## config.mk

```make
export PLATFORM = sky130hd
export DESIGN_NAME = region_offset_resolver
export DESIGN_NICKNAME = d
export VERILOG_FILES = /design/src/ror_pkg.sv /design/src/region_offset_resolver.sv /design/src/ror_front.sv /design/src/ror_queue.sv /design/src/ror_back.sv
export VERILOG_INCLUDE_DIRS = /design/src /design/src/src
export SDC_FILE = /design/constraint.sdc
export NUM_CORES = 2
export LEC_CHECK = 0
export BUFFER_PORTS_ARGS = -buffer_cell sky130_fd_sc_hd__buf_4
export CAP_MARGIN = 5
export CORE_AREA = 4 4 410 412
export DETAILED_ROUTE_END_ITERATION = 8
export DIE_AREA = 0 0 414 416
export PLACE_DENSITY_LB_ADDON = 0.3
export SETUP_SLACK_MARGIN = 0.2
export SYNTH_ARGS = -nofsm -noshare
export SYNTH_HDL_FRONTEND = slang
export SYNTH_SLANG_ARGS = --single-unit
export TNS_END_PERCENT = 20
```

## constraint.sdc

```tcl
create_clock -name clk -period 24.3 [get_ports clk]
set_input_delay 2.43 -clock clk [delete_from_list [all_inputs] [get_ports clk]]
set_output_delay 2.43 -clock clk [all_outputs]
set_load 0.005 [all_outputs]
```

## src/region_offset_resolver_macros.svh

```systemverilog
// ----------------------------------------------------------------------------
// Region offset resolver assertion macros
// Shared property forms for the concurrent checks of the resolver.
// ----------------------------------------------------------------------------
`ifndef REGION_OFFSET_RESOLVER_MACROS_SVH
`define REGION_OFFSET_RESOLVER_MACROS_SVH

// Same-cycle implication, sampled on clk, muted during reset.
`define ROR_ASSERT_SAME(lbl, ante, cons, msg) \
	lbl: assert property (@(posedge clk) disable iff (!arst_n) (ante) |-> (cons)) \
		else $error(msg);

// Next-cycle implication, sampled on clk, muted during reset.
`define ROR_ASSERT_NEXT(lbl, ante, cons, msg) \
	lbl: assert property (@(posedge clk) disable iff (!arst_n) (ante) |=> (cons)) \
		else $error(msg);

`endif

```

## src/ror_pkg.sv

```systemverilog
// ----------------------------------------------------------------------------
// Region offset resolver package
// Types, codes and sizes shared by the front, queue and back of the resolver.
// ----------------------------------------------------------------------------
package ror_pkg;

	localparam int MAX_REGIONS = 16;
	localparam int IDX_W       = (MAX_REGIONS > 1) ? $clog2(MAX_REGIONS) : 1;

	localparam int QDEPTH = 2;
	localparam int QPTR_W = (QDEPTH > 1) ? $clog2(QDEPTH) : 1;
	localparam int QCNT_W = $clog2(QDEPTH + 1);

	typedef enum logic {
		OP_LOAD    = 1'b0,
		OP_RESOLVE = 1'b1
	} op_t;

	typedef enum logic [1:0] {
		ST_OK        = 2'd0,
		ST_NOT_FOUND = 2'd1,
		ST_BAD_STATE = 2'd2,
		ST_BOUNDS    = 2'd3
	} status_t;

	typedef enum logic [1:0] {
		REG_BASE_ADDRESS   = 2'd0,
		REG_BASE_PRESENT   = 2'd1,
		REG_CAPACITY_BYTES = 2'd2,
		REG_ACTIVE_REGIONS = 2'd3
	} cfg_reg_t;

	localparam logic [2:0] COND_ABSENT = 3'd0;
	localparam logic [2:0] COND_FAULT  = 3'd3;
	localparam logic [2:0] COND_TOKEN  = 3'd4;

	typedef struct packed {
		logic        command;
		logic [3:0]  slot;
		logic [31:0] region_key;
		logic [31:0] region_base_offset;
		logic [31:0] region_length;
		logic [2:0]  region_condition;
		logic [31:0] inner_offset;
		logic [31:0] span_length;
	} in_item_t;

	typedef struct packed {
		status_t     status;
		logic [63:0] resolved_address;
		logic        address_valid;
	} out_item_t;

	// Classified command as it waits between front and back.
	typedef struct packed {
		op_t              op;
		logic             slot_ok;
		logic [IDX_W-1:0] slot;
		logic [31:0]      key;
		logic [31:0]      arg_a;   // region offset on load, inner offset on resolve
		logic [31:0]      arg_b;   // region size on load, span length on resolve
		logic [2:0]       cond;
	} q_entry_t;

	typedef struct packed {
		logic full;
		logic empty;
	} q_status_t;

	typedef struct packed {
		logic [63:0] base_address;
		logic        base_present;
		logic [31:0] capacity_bytes;
		logic [4:0]  active_regions;
	} cfg_t;

endpackage

```

## src/region_offset_resolver.sv

```systemverilog
// ----------------------------------------------------------------------------
// Region offset resolver
// Region table with first-match id lookup, span checks and base relocation.
//
//   channel  | handshake           | payload
//   ---------+---------------------+------------------------------
//   in       | in_valid / in_stall | in_data   (load or resolve)
//   out      | out_valid/out_stall | out_data  (status, address)
//   cfg      | cfg_valid/cfg_ready | cfg_index, cfg_data
//
// One command per cycle sustained while the output is not stalled; the rate is
// set by the match stage, which compares the key against every active slot at once.
// A command passes through the queue and then the match, check and output registers.
// Reset clears the registers and the pipe; the region table is not cleared.
// out_stall freezes the whole back while a result is held; in_stall rises once the queue is full.
// ----------------------------------------------------------------------------
`include "region_offset_resolver_macros.svh"

module region_offset_resolver (
	input  logic               clk,
	input  logic               arst_n,
	input  logic               in_valid,
	output logic               in_stall,
	input  ror_pkg::in_item_t  in_data,
	output logic               out_valid,
	input  logic               out_stall,
	output ror_pkg::out_item_t out_data,
	input  logic               cfg_valid,
	output logic               cfg_ready,
	input  ror_pkg::cfg_reg_t  cfg_index,
	input  logic [63:0]        cfg_data
);
	import ror_pkg::*;

	cfg_t      cfg_q;
	q_entry_t  entry;
	q_entry_t  head;
	q_status_t q_stat;
	logic      push;
	logic      pop;

	assign cfg_ready = 1'b1;
	assign in_stall  = q_stat.full;
	assign push      = in_valid && !q_stat.full;

	always_ff @(posedge clk or negedge arst_n) begin
		if (!arst_n) begin
			cfg_q <= '0;
		end else if (cfg_valid && cfg_ready) begin
			unique case (cfg_index)
				REG_BASE_ADDRESS:   cfg_q.base_address   <= cfg_data;
				REG_BASE_PRESENT:   cfg_q.base_present   <= cfg_data[0];
				REG_CAPACITY_BYTES: cfg_q.capacity_bytes <= cfg_data[31:0];
				REG_ACTIVE_REGIONS: cfg_q.active_regions <= cfg_data[4:0];
			endcase
		end
	end

	ror_front u_front (
		.item  (in_data),
		.entry (entry)
	);

	ror_queue u_queue (
		.clk       (clk),
		.arst_n    (arst_n),
		.push      (push),
		.push_data (entry),
		.pop       (pop),
		.head      (head),
		.stat      (q_stat)
	);

	ror_back u_back (
		.clk        (clk),
		.arst_n     (arst_n),
		.cfg        (cfg_q),
		.head_valid (!q_stat.empty),
		.head       (head),
		.pop        (pop),
		.out_valid  (out_valid),
		.out_stall  (out_stall),
		.out_data   (out_data)
	);

	`ROR_ASSERT_SAME(a_addr_needs_ok, out_valid && out_data.address_valid, out_data.status == ST_OK, "address marked valid on a failed resolve")
	`ROR_ASSERT_SAME(a_fail_zero_addr, out_valid && out_data.status != ST_OK, out_data.resolved_address == '0, "failed resolve carries a nonzero address")
	`ROR_ASSERT_NEXT(a_push_lands, in_valid && !in_stall, !q_stat.empty, "accepted command missing from the queue")

endmodule

```

## src/ror_front.sv

```systemverilog
// ----------------------------------------------------------------------------
// Resolver front
// Decodes an incoming command and folds its fields into a queue entry.
// ----------------------------------------------------------------------------
module ror_front (
	input  ror_pkg::in_item_t item,
	output ror_pkg::q_entry_t entry
);
	import ror_pkg::*;

	always_comb begin
		entry.op      = op_t'(item.command);
		entry.slot_ok = int'(item.slot) < MAX_REGIONS;
		entry.slot    = IDX_W'(item.slot);
		entry.key     = item.region_key;
		entry.cond    = item.region_condition;
		if (item.command == OP_LOAD) begin
			entry.arg_a = item.region_base_offset;
			entry.arg_b = item.region_length;
		end else begin
			entry.arg_a = item.inner_offset;
			entry.arg_b = item.span_length;
		end
	end

endmodule

```

## src/ror_queue.sv

```systemverilog
// ----------------------------------------------------------------------------
// Resolver command queue
// Short FIFO that lets the front take commands while the back is stalled.
// ----------------------------------------------------------------------------
module ror_queue (
	input  logic               clk,
	input  logic               arst_n,
	input  logic               push,
	input  ror_pkg::q_entry_t  push_data,
	input  logic               pop,
	output ror_pkg::q_entry_t  head,
	output ror_pkg::q_status_t stat
);
	import ror_pkg::*;

	q_entry_t            mem_q [QDEPTH];
	logic [QPTR_W-1:0]   wr_ptr_q;
	logic [QPTR_W-1:0]   rd_ptr_q;
	logic [QCNT_W-1:0]   count_q;

	assign head       = mem_q[rd_ptr_q];
	assign stat.full  = count_q == QCNT_W'(QDEPTH);
	assign stat.empty = count_q == '0;

	always_ff @(posedge clk) begin
		if (push) begin
			mem_q[wr_ptr_q] <= push_data;
		end
	end

	always_ff @(posedge clk or negedge arst_n) begin
		if (!arst_n) begin
			wr_ptr_q <= '0;
			rd_ptr_q <= '0;
			count_q  <= '0;
		end else begin
			if (push) begin
				wr_ptr_q <= (wr_ptr_q == QPTR_W'(QDEPTH - 1)) ? '0 : wr_ptr_q + QPTR_W'(1);
			end
			if (pop) begin
				rd_ptr_q <= (rd_ptr_q == QPTR_W'(QDEPTH - 1)) ? '0 : rd_ptr_q + QPTR_W'(1);
			end
			unique case ({push, pop})
				2'b10: count_q <= count_q + QCNT_W'(1);
				2'b01: count_q <= count_q - QCNT_W'(1);
				default: count_q <= count_q;
			endcase
		end
	end

endmodule

```

## src/ror_back.sv

```systemverilog
// ----------------------------------------------------------------------------
// Resolver back
// Holds the region table, runs the id match and the span checks in three
// stages and keeps the result in an output register.
// ----------------------------------------------------------------------------
module ror_back (
	input  logic               clk,
	input  logic               arst_n,
	input  ror_pkg::cfg_t      cfg,
	input  logic               head_valid,
	input  ror_pkg::q_entry_t  head,
	output logic               pop,
	output logic               out_valid,
	input  logic               out_stall,
	output ror_pkg::out_item_t out_data
);
	import ror_pkg::*;

	logic [31:0] id_q   [MAX_REGIONS];
	logic [31:0] off_q  [MAX_REGIONS];
	logic [31:0] size_q [MAX_REGIONS];
	logic [2:0]  cond_q [MAX_REGIONS];

	logic                   en;
	logic [MAX_REGIONS-1:0] match;
	logic [MAX_REGIONS-1:0] first;
	logic [31:0]            hit_off;
	logic [31:0]            hit_size;
	logic [2:0]             hit_cond;

	logic        valid_s1;
	logic        is_load_s1;
	logic        found_s1;
	logic [2:0]  cond_s1;
	logic [31:0] size_s1;
	logic [31:0] off_s1;
	logic [31:0] local_s1;
	logic [31:0] span_s1;

	logic        bad_cond;
	logic        room_bad;
	logic [31:0] room_left;
	logic        decided;
	status_t     pre_status;
	logic [32:0] abs_off;

	logic        valid_s2;
	logic        decided_s2;
	status_t     status_s2;
	logic [32:0] abs_off_s2;
	logic [31:0] span_s2;

	logic [33:0] span_end;
	out_item_t   result;
	logic        out_valid_q;
	out_item_t   out_data_q;

	// The whole pipe moves whenever the output slot is free or being taken.
	assign en        = !out_valid_q || !out_stall;
	assign pop       = head_valid && en;
	assign out_valid = out_valid_q;
	assign out_data  = out_data_q;

	always_ff @(posedge clk) begin
		if (pop && head.op == OP_LOAD && head.slot_ok) begin
			id_q[head.slot]   <= head.key;
			off_q[head.slot]  <= head.arg_a;
			size_q[head.slot] <= head.arg_b;
			cond_q[head.slot] <= head.cond;
		end
	end

	// Parallel id match; keep the lowest hit and AND-OR its entry out.
	always_comb begin
		for (int i = 0; i < MAX_REGIONS; i++) begin
			match[i] = (i < int'(cfg.active_regions)) && (id_q[i] == head.key);
		end
		first    = match & (~match + MAX_REGIONS'(1));
		hit_off  = '0;
		hit_size = '0;
		hit_cond = '0;
		for (int i = 0; i < MAX_REGIONS; i++) begin
			hit_off  = hit_off  | (off_q[i]  & {32{first[i]}});
			hit_size = hit_size | (size_q[i] & {32{first[i]}});
			hit_cond = hit_cond | (cond_q[i] & {3{first[i]}});
		end
	end

	always_ff @(posedge clk) begin
		if (en) begin
			is_load_s1 <= head.op == OP_LOAD;
			found_s1   <= |match;
			cond_s1    <= hit_cond;
			size_s1    <= hit_size;
			off_s1     <= hit_off;
			local_s1   <= head.arg_a;
			span_s1    <= head.arg_b;
		end
	end

	always_comb begin
		bad_cond  = cond_s1 == COND_ABSENT || cond_s1 == COND_FAULT
			|| cond_s1 == COND_TOKEN;
		room_left = size_s1 - local_s1;
		room_bad  = (local_s1 > size_s1) || (span_s1 > room_left);
		abs_off   = {1'b0, off_s1} + {1'b0, local_s1};
		decided    = 1'b1;
		pre_status = ST_OK;
		priority if (is_load_s1) begin
			pre_status = ST_OK;
		end else if (!found_s1) begin
			pre_status = ST_NOT_FOUND;
		end else if (bad_cond) begin
			pre_status = ST_BAD_STATE;
		end else if (room_bad) begin
			pre_status = ST_BOUNDS;
		end else begin
			decided = 1'b0;
		end
	end

	always_ff @(posedge clk) begin
		if (en) begin
			decided_s2 <= decided;
			status_s2  <= pre_status;
			abs_off_s2 <= abs_off;
			span_s2    <= span_s1;
		end
	end

	// Capacity check, null-base check and final address.
	always_comb begin
		span_end = {1'b0, abs_off_s2} + {2'b00, span_s2};
		result.status           = status_s2;
		result.resolved_address = '0;
		result.address_valid    = 1'b0;
		priority if (decided_s2) begin
			result.status = status_s2;
		end else if (span_end > {2'b00, cfg.capacity_bytes}) begin
			result.status = ST_BOUNDS;
		end else if (!cfg.base_present) begin
			result.status = (abs_off_s2 != '0 || span_s2 != '0) ? ST_BAD_STATE : ST_OK;
		end else begin
			result.status           = ST_OK;
			result.resolved_address = cfg.base_address + {31'b0, abs_off_s2};
			result.address_valid    = 1'b1;
		end
	end

	always_ff @(posedge clk) begin
		if (en) begin
			out_data_q <= result;
		end
	end

	always_ff @(posedge clk or negedge arst_n) begin
		if (!arst_n) begin
			valid_s1    <= 1'b0;
			valid_s2    <= 1'b0;
			out_valid_q <= 1'b0;
		end else if (en) begin
			valid_s1    <= pop;
			valid_s2    <= valid_s1;
			out_valid_q <= valid_s2;
		end
	end

endmodule

```

==> metrics.log <==
[metrics] required time at the endpoint of the critical path: 24.86 ns
[metrics] clock period minus worst slack: 7.78 ns
[metrics] total clock sinks: 2169
[metrics] count of warnings emitted by yosys: 0
[metrics] Max VDD drop: 0.101 mV
[metrics] Data arrival, critical path: 8.33 ns
[metrics] cells after synthesis: 5672
[metrics] number of antenna violations at the first check in global routing: 3
[metrics] synthesized flop and latch total: 2169
[metrics] overall routing resource usage: 27.8%
[metrics] Avg Synthesized Cell Area: 15.9 um^2
[metrics] Mapped Area: 0.0900 mm^2
[metrics] total of cells resized after clock tree synthesis: 0
[metrics] insertion delay of the later-clocked pin in the worst-skew pair: 0.86 ns
[metrics] vias: 53362
[metrics] part of the Yosys area used for sequential elements: 71.8%
[metrics] number of synthesized flops with an enable pin: 2060
[metrics] deepest level of the CTS H-tree: 4
[metrics] Die X: 414 um
[metrics] launching element type of the critical path: register
[metrics] Hold Startpoint: u_back.span_s1[2]
[metrics] TritonCTS clock tree: built
[metrics] share of the synthesized netlist area taken by xor and xnor gates: 6.34%
[metrics] count of cell types in the netlist: 75
[metrics] remaining routing DRC violations: 0
[metrics] Row Count: 149
[metrics] clk root buf: sky130_fd_sc_hd__clkbuf_16
[metrics] fraction of final layout cells sized beyond drive strength 1: 16.7%
[metrics] DIE AREA: 0.172 mm^2
[metrics] Placer Congestion: 0.881
[metrics] nature of the critical path endpoint: register
[metrics] final setup skew: 0.0557 ns
[metrics] mux share of post-synthesis cell area: 3.67%
[metrics] unrepaired setup endpoints after global routing: no
[metrics] highest cell delay on the worst timing path: 0.86 ns
[metrics] number of antenna-violating nets in the routed design: 0
[metrics] Post-Synth Simple-Gate Area: 5.56%
[metrics] layout overhead on the synthesized area: 13.6%
[metrics] Worst path most repeated cell: sky130_fd_sc_hd__buf_4
[metrics] Bufs on Longest Clock Path: 3
[metrics] Post-Route Setup TNS: 0 ns
[metrics] placed cell areas: 0.0952 mm^2
[metrics] post-route design area: 0.102 mm^2
[metrics] total power divided by cell area: 116 mW/mm^2
[metrics] endpoint of the worst hold path: u_back.span_s2[2]
[metrics] number of max-capacitance violations reported: 0
[metrics] Worst R2R End: u_back.size_s1[1]
[metrics] final clock period utilization by the worst path: 32.0%
[metrics] Synth Area in Adders: 2.79%
[metrics] most common cell after layout, fill and taps aside: sky130_fd_sc_hd__edfxtp_1
[metrics] total wirelength of the detailed-routed design: 245 mm
[metrics] area fraction in compound gates after synthesis: 7.94%
[metrics] core box area: 0.164 mm^2
[metrics] number of nets in the synthesized netlist: 6109
[metrics] routed len/inst: 29.0 um
[metrics] leakage: 35.0 nW
[metrics] depth of the worst register-to-register path: 15
[metrics] commonest register cell after synthesis: sky130_fd_sc_hd__edfxtp_1
[metrics] setup slack of the most critical reg-to-reg path: 16.52 ns
[metrics] pin count of the biggest net entering global routing: 135
[metrics] Peak Freq: 0.129 GHz
[metrics] Crit Path Category: reg2reg
[metrics] total gr overflow: 0
[metrics] Slew Limit Headroom: 6.75%
[metrics] launch point of the worst reg-to-reg path: u_queue.rd_ptr_q
[metrics] CTS Buf Count: 211
[metrics] DRT iter0 DRCs: 7255
[metrics] most frequent cells in the layout: sky130_fd_sc_hd__edfxtp_1, sky130_fd_sc_hd__xnor2_1, sky130_fd_sc_hd__buf_4
[metrics] wire length of the first global-routing pass: 352 mm
[metrics] hold-critical path depth: 0
[metrics] pin slew with the least headroom to its limit: 1.39 ns
[metrics] number of I/O port buffers: 307
[metrics] number of top-level pins: 309
[metrics] Max Fanout on Critical Path: 56
[metrics] critical path's slowest cell: sky130_fd_sc_hd__dfrtp_4
[metrics] vias in the first global route: 51948
[metrics] share of synthesized flip-flops with an asynchronous set or reset: 5.03%
[metrics] Final Max Slew Viols: 0
[metrics] setup-violating endpoint count in the final report: 0
[metrics] final-stage net count: 6514
[metrics] DP HPWL: 148 mm
[metrics] die height: 416 um
[metrics] Pre-antenna DRT Iters: 7
[metrics] hold buffer count at CTS: 0
[metrics] routed via count divided by cell count: 6.32
[metrics] total setup buffers inserted after CTS: 0
[metrics] combinational family with the most area after synthesis: compound AO/OA/AOI/OAI gates
[metrics] worst hold path type: reg2reg
[metrics] Cell Chain, Critical Path: buf_4, mux2i_4, xnor2_1, nor4_1, nand4_1, nor3_2, buf_4, nand2b_1, nor3_2, buf_4, buf_4, a221oi_1, o211ai_1, a221oi_1, o2111ai_1
[metrics] effective utilization at floorplan: 54.7%
[metrics] outcome: finished, final reports clean
[metrics] CTS clock-pin slew for the worst setup and hold paths: 0.06 ns
[metrics] final hold violation count: 0
## sequential cells by signal, summed over array words and instances (netlist names), 2 cells and up
name / count
u_back.status_s2: 2
u_back.span_s2: 32
cfg_q: 102
u_back.off_q: 512
u_back.out_data: 67
u_back.size_q: 512
u_back.span_s1: 32
u_back.abs_off_s2: 33
u_back.size_s1: 32
u_back.off_s1: 32
u_queue.mem_q: 208
u_queue.count_q: 2
u_back.cond_q: 48
u_back.local_s1: 32
u_back.cond_s1: 3
u_back.id_q: 512
## how the worst max path moves through the flow
stage                          start             endpoint  slack [ns]  cells after the start
floorplan                  out_stall  u_back.cond_q[8][0]        9.17                      5
global route        u_queue.rd_ptr_q   u_back.size_s1[10]       16.31                     15
finish              u_queue.rd_ptr_q    u_back.size_s1[1]       16.52                     15
CTS                 u_queue.rd_ptr_q    u_back.size_s1[5]       16.67                     15
global placement    u_queue.rd_ptr_q   u_back.size_s1[10]       16.97                     15
detailed placement  u_queue.rd_ptr_q    u_back.size_s1[1]       16.72                     15
## synth_stat cells (17+ instances only)
cell type / number / area, um^2
sky130_fd_sc_hd__edfxtp_1: 2060 / 61900
sky130_fd_sc_hd__xnor2_1: 457 / 4000
sky130_fd_sc_hd__a21oi_1: 257 / 1290
sky130_fd_sc_hd__nand2_1: 235 / 882
sky130_fd_sc_hd__mux2_2: 232 / 2610
sky130_fd_sc_hd__inv_1: 218 / 818
sky130_fd_sc_hd__a221oi_1: 203 / 1780
sky130_fd_sc_hd__ha_1: 194 / 2430
sky130_fd_sc_hd__xor2_1: 194 / 1700
sky130_fd_sc_hd__nor2_1: 163 / 612
sky130_fd_sc_hd__clkbuf_1: 157 / 589
sky130_fd_sc_hd__nor4_1: 116 / 726
sky130_fd_sc_hd__dfrtp_1: 109 / 2730
sky130_fd_sc_hd__and3_1: 91 / 569
sky130_fd_sc_hd__o21ai_0: 79 / 395
sky130_fd_sc_hd__nand4_1: 78 / 488
sky130_fd_sc_hd__o211ai_1: 75 / 563
sky130_fd_sc_hd__a21o_1: 73 / 548
sky130_fd_sc_hd__o2111ai_1: 71 / 622
sky130_fd_sc_hd__nand3b_1: 70 / 526
sky130_fd_sc_hd__a22o_1: 67 / 587
sky130_fd_sc_hd__a22oi_1: 67 / 503
sky130_fd_sc_hd__nor3_1: 56 / 280
sky130_fd_sc_hd__buf_2: 49 / 245
sky130_fd_sc_hd__nand3_1: 38 / 190
sky130_fd_sc_hd__nand2b_1: 31 / 194
sky130_fd_sc_hd__mux2i_4: 26 / 586
sky130_fd_sc_hd__o21a_1: 25 / 188
sky130_fd_sc_hd__nor2b_1: 21 / 131
sky130_fd_sc_hd__o21bai_1: 19 / 143
sky130_fd_sc_hd__a211oi_1: 17 / 128
## cell families after synthesis
kind of cell / after synthesis
DFF: 2169
adders and majority gates: 198
xor gates and xnor gates: 651
buffers and inverters: 435
other: 1
muxes: 266
and+or+nand+nor: 948
AOI/OAI and AO/OA: 1004
## report_power, final
part	internal [mW]	total, mW	switching [mW]	leakage, nW
clock	1.90	3.32	1.42	3.44
sequential	4.95	5.28	0.329	20.3
combinational	1.15	3.23	2.08	11.3
total	8.00	11.8	3.83	35.0
## final cells by class
class                           instances  area (um^2)
Tap cell                             2189         2740
Clock inverter                        142         1550
Timing Repair Buffer                  409         3120
Fill cell                           11696        62200
Antenna cell                            1         2.50
Inverter                              218          818
Multi-Input combinational cell       3068        23900
Clock buffer                          250         5510
Sequential cell                      2169        64600
## worst max-delay path, delay by kind of cell (launching register included)
family | cells | cell delay, ns
flops | 1 | 0.86
buf+inv | 4 | 2.52
xor+xnor | 1 | 0.14
mux | 1 | 0.85
compound gates | 4 | 1.03
simple gates | 5 | 1.86
## stage by stage
stage	power [mW]	cells	hold slack, ns	worst slack, ns	utilization, %
2_1_floorplan	7.37	5672	0.426	9.17	-
3_3_place_gp	8.44	8051	0.446	16.97	57.9
3_5_place_dp	8.52	8052	0.459	16.72	57.9
4_1_cts	11.8	8444	0.458	16.67	62.2
5_1_grt	12.3	8445	0.470	16.31	62.2
6_report	11.8	8446	0.469	16.52	62.2
## layer usage
metal	up-vias	part of all wire [%]	routed length, um	GRT usage [%]
li1	22824	-	-	-
met1	26673	38	94100	39.0
met2	3376	46	112000	42.9
met3	489	13	31300	7.24
met4	0	3.2	7840	8.79
met5	-	0	0	0
Note: power is estimated with default switching activity, not from simulation.
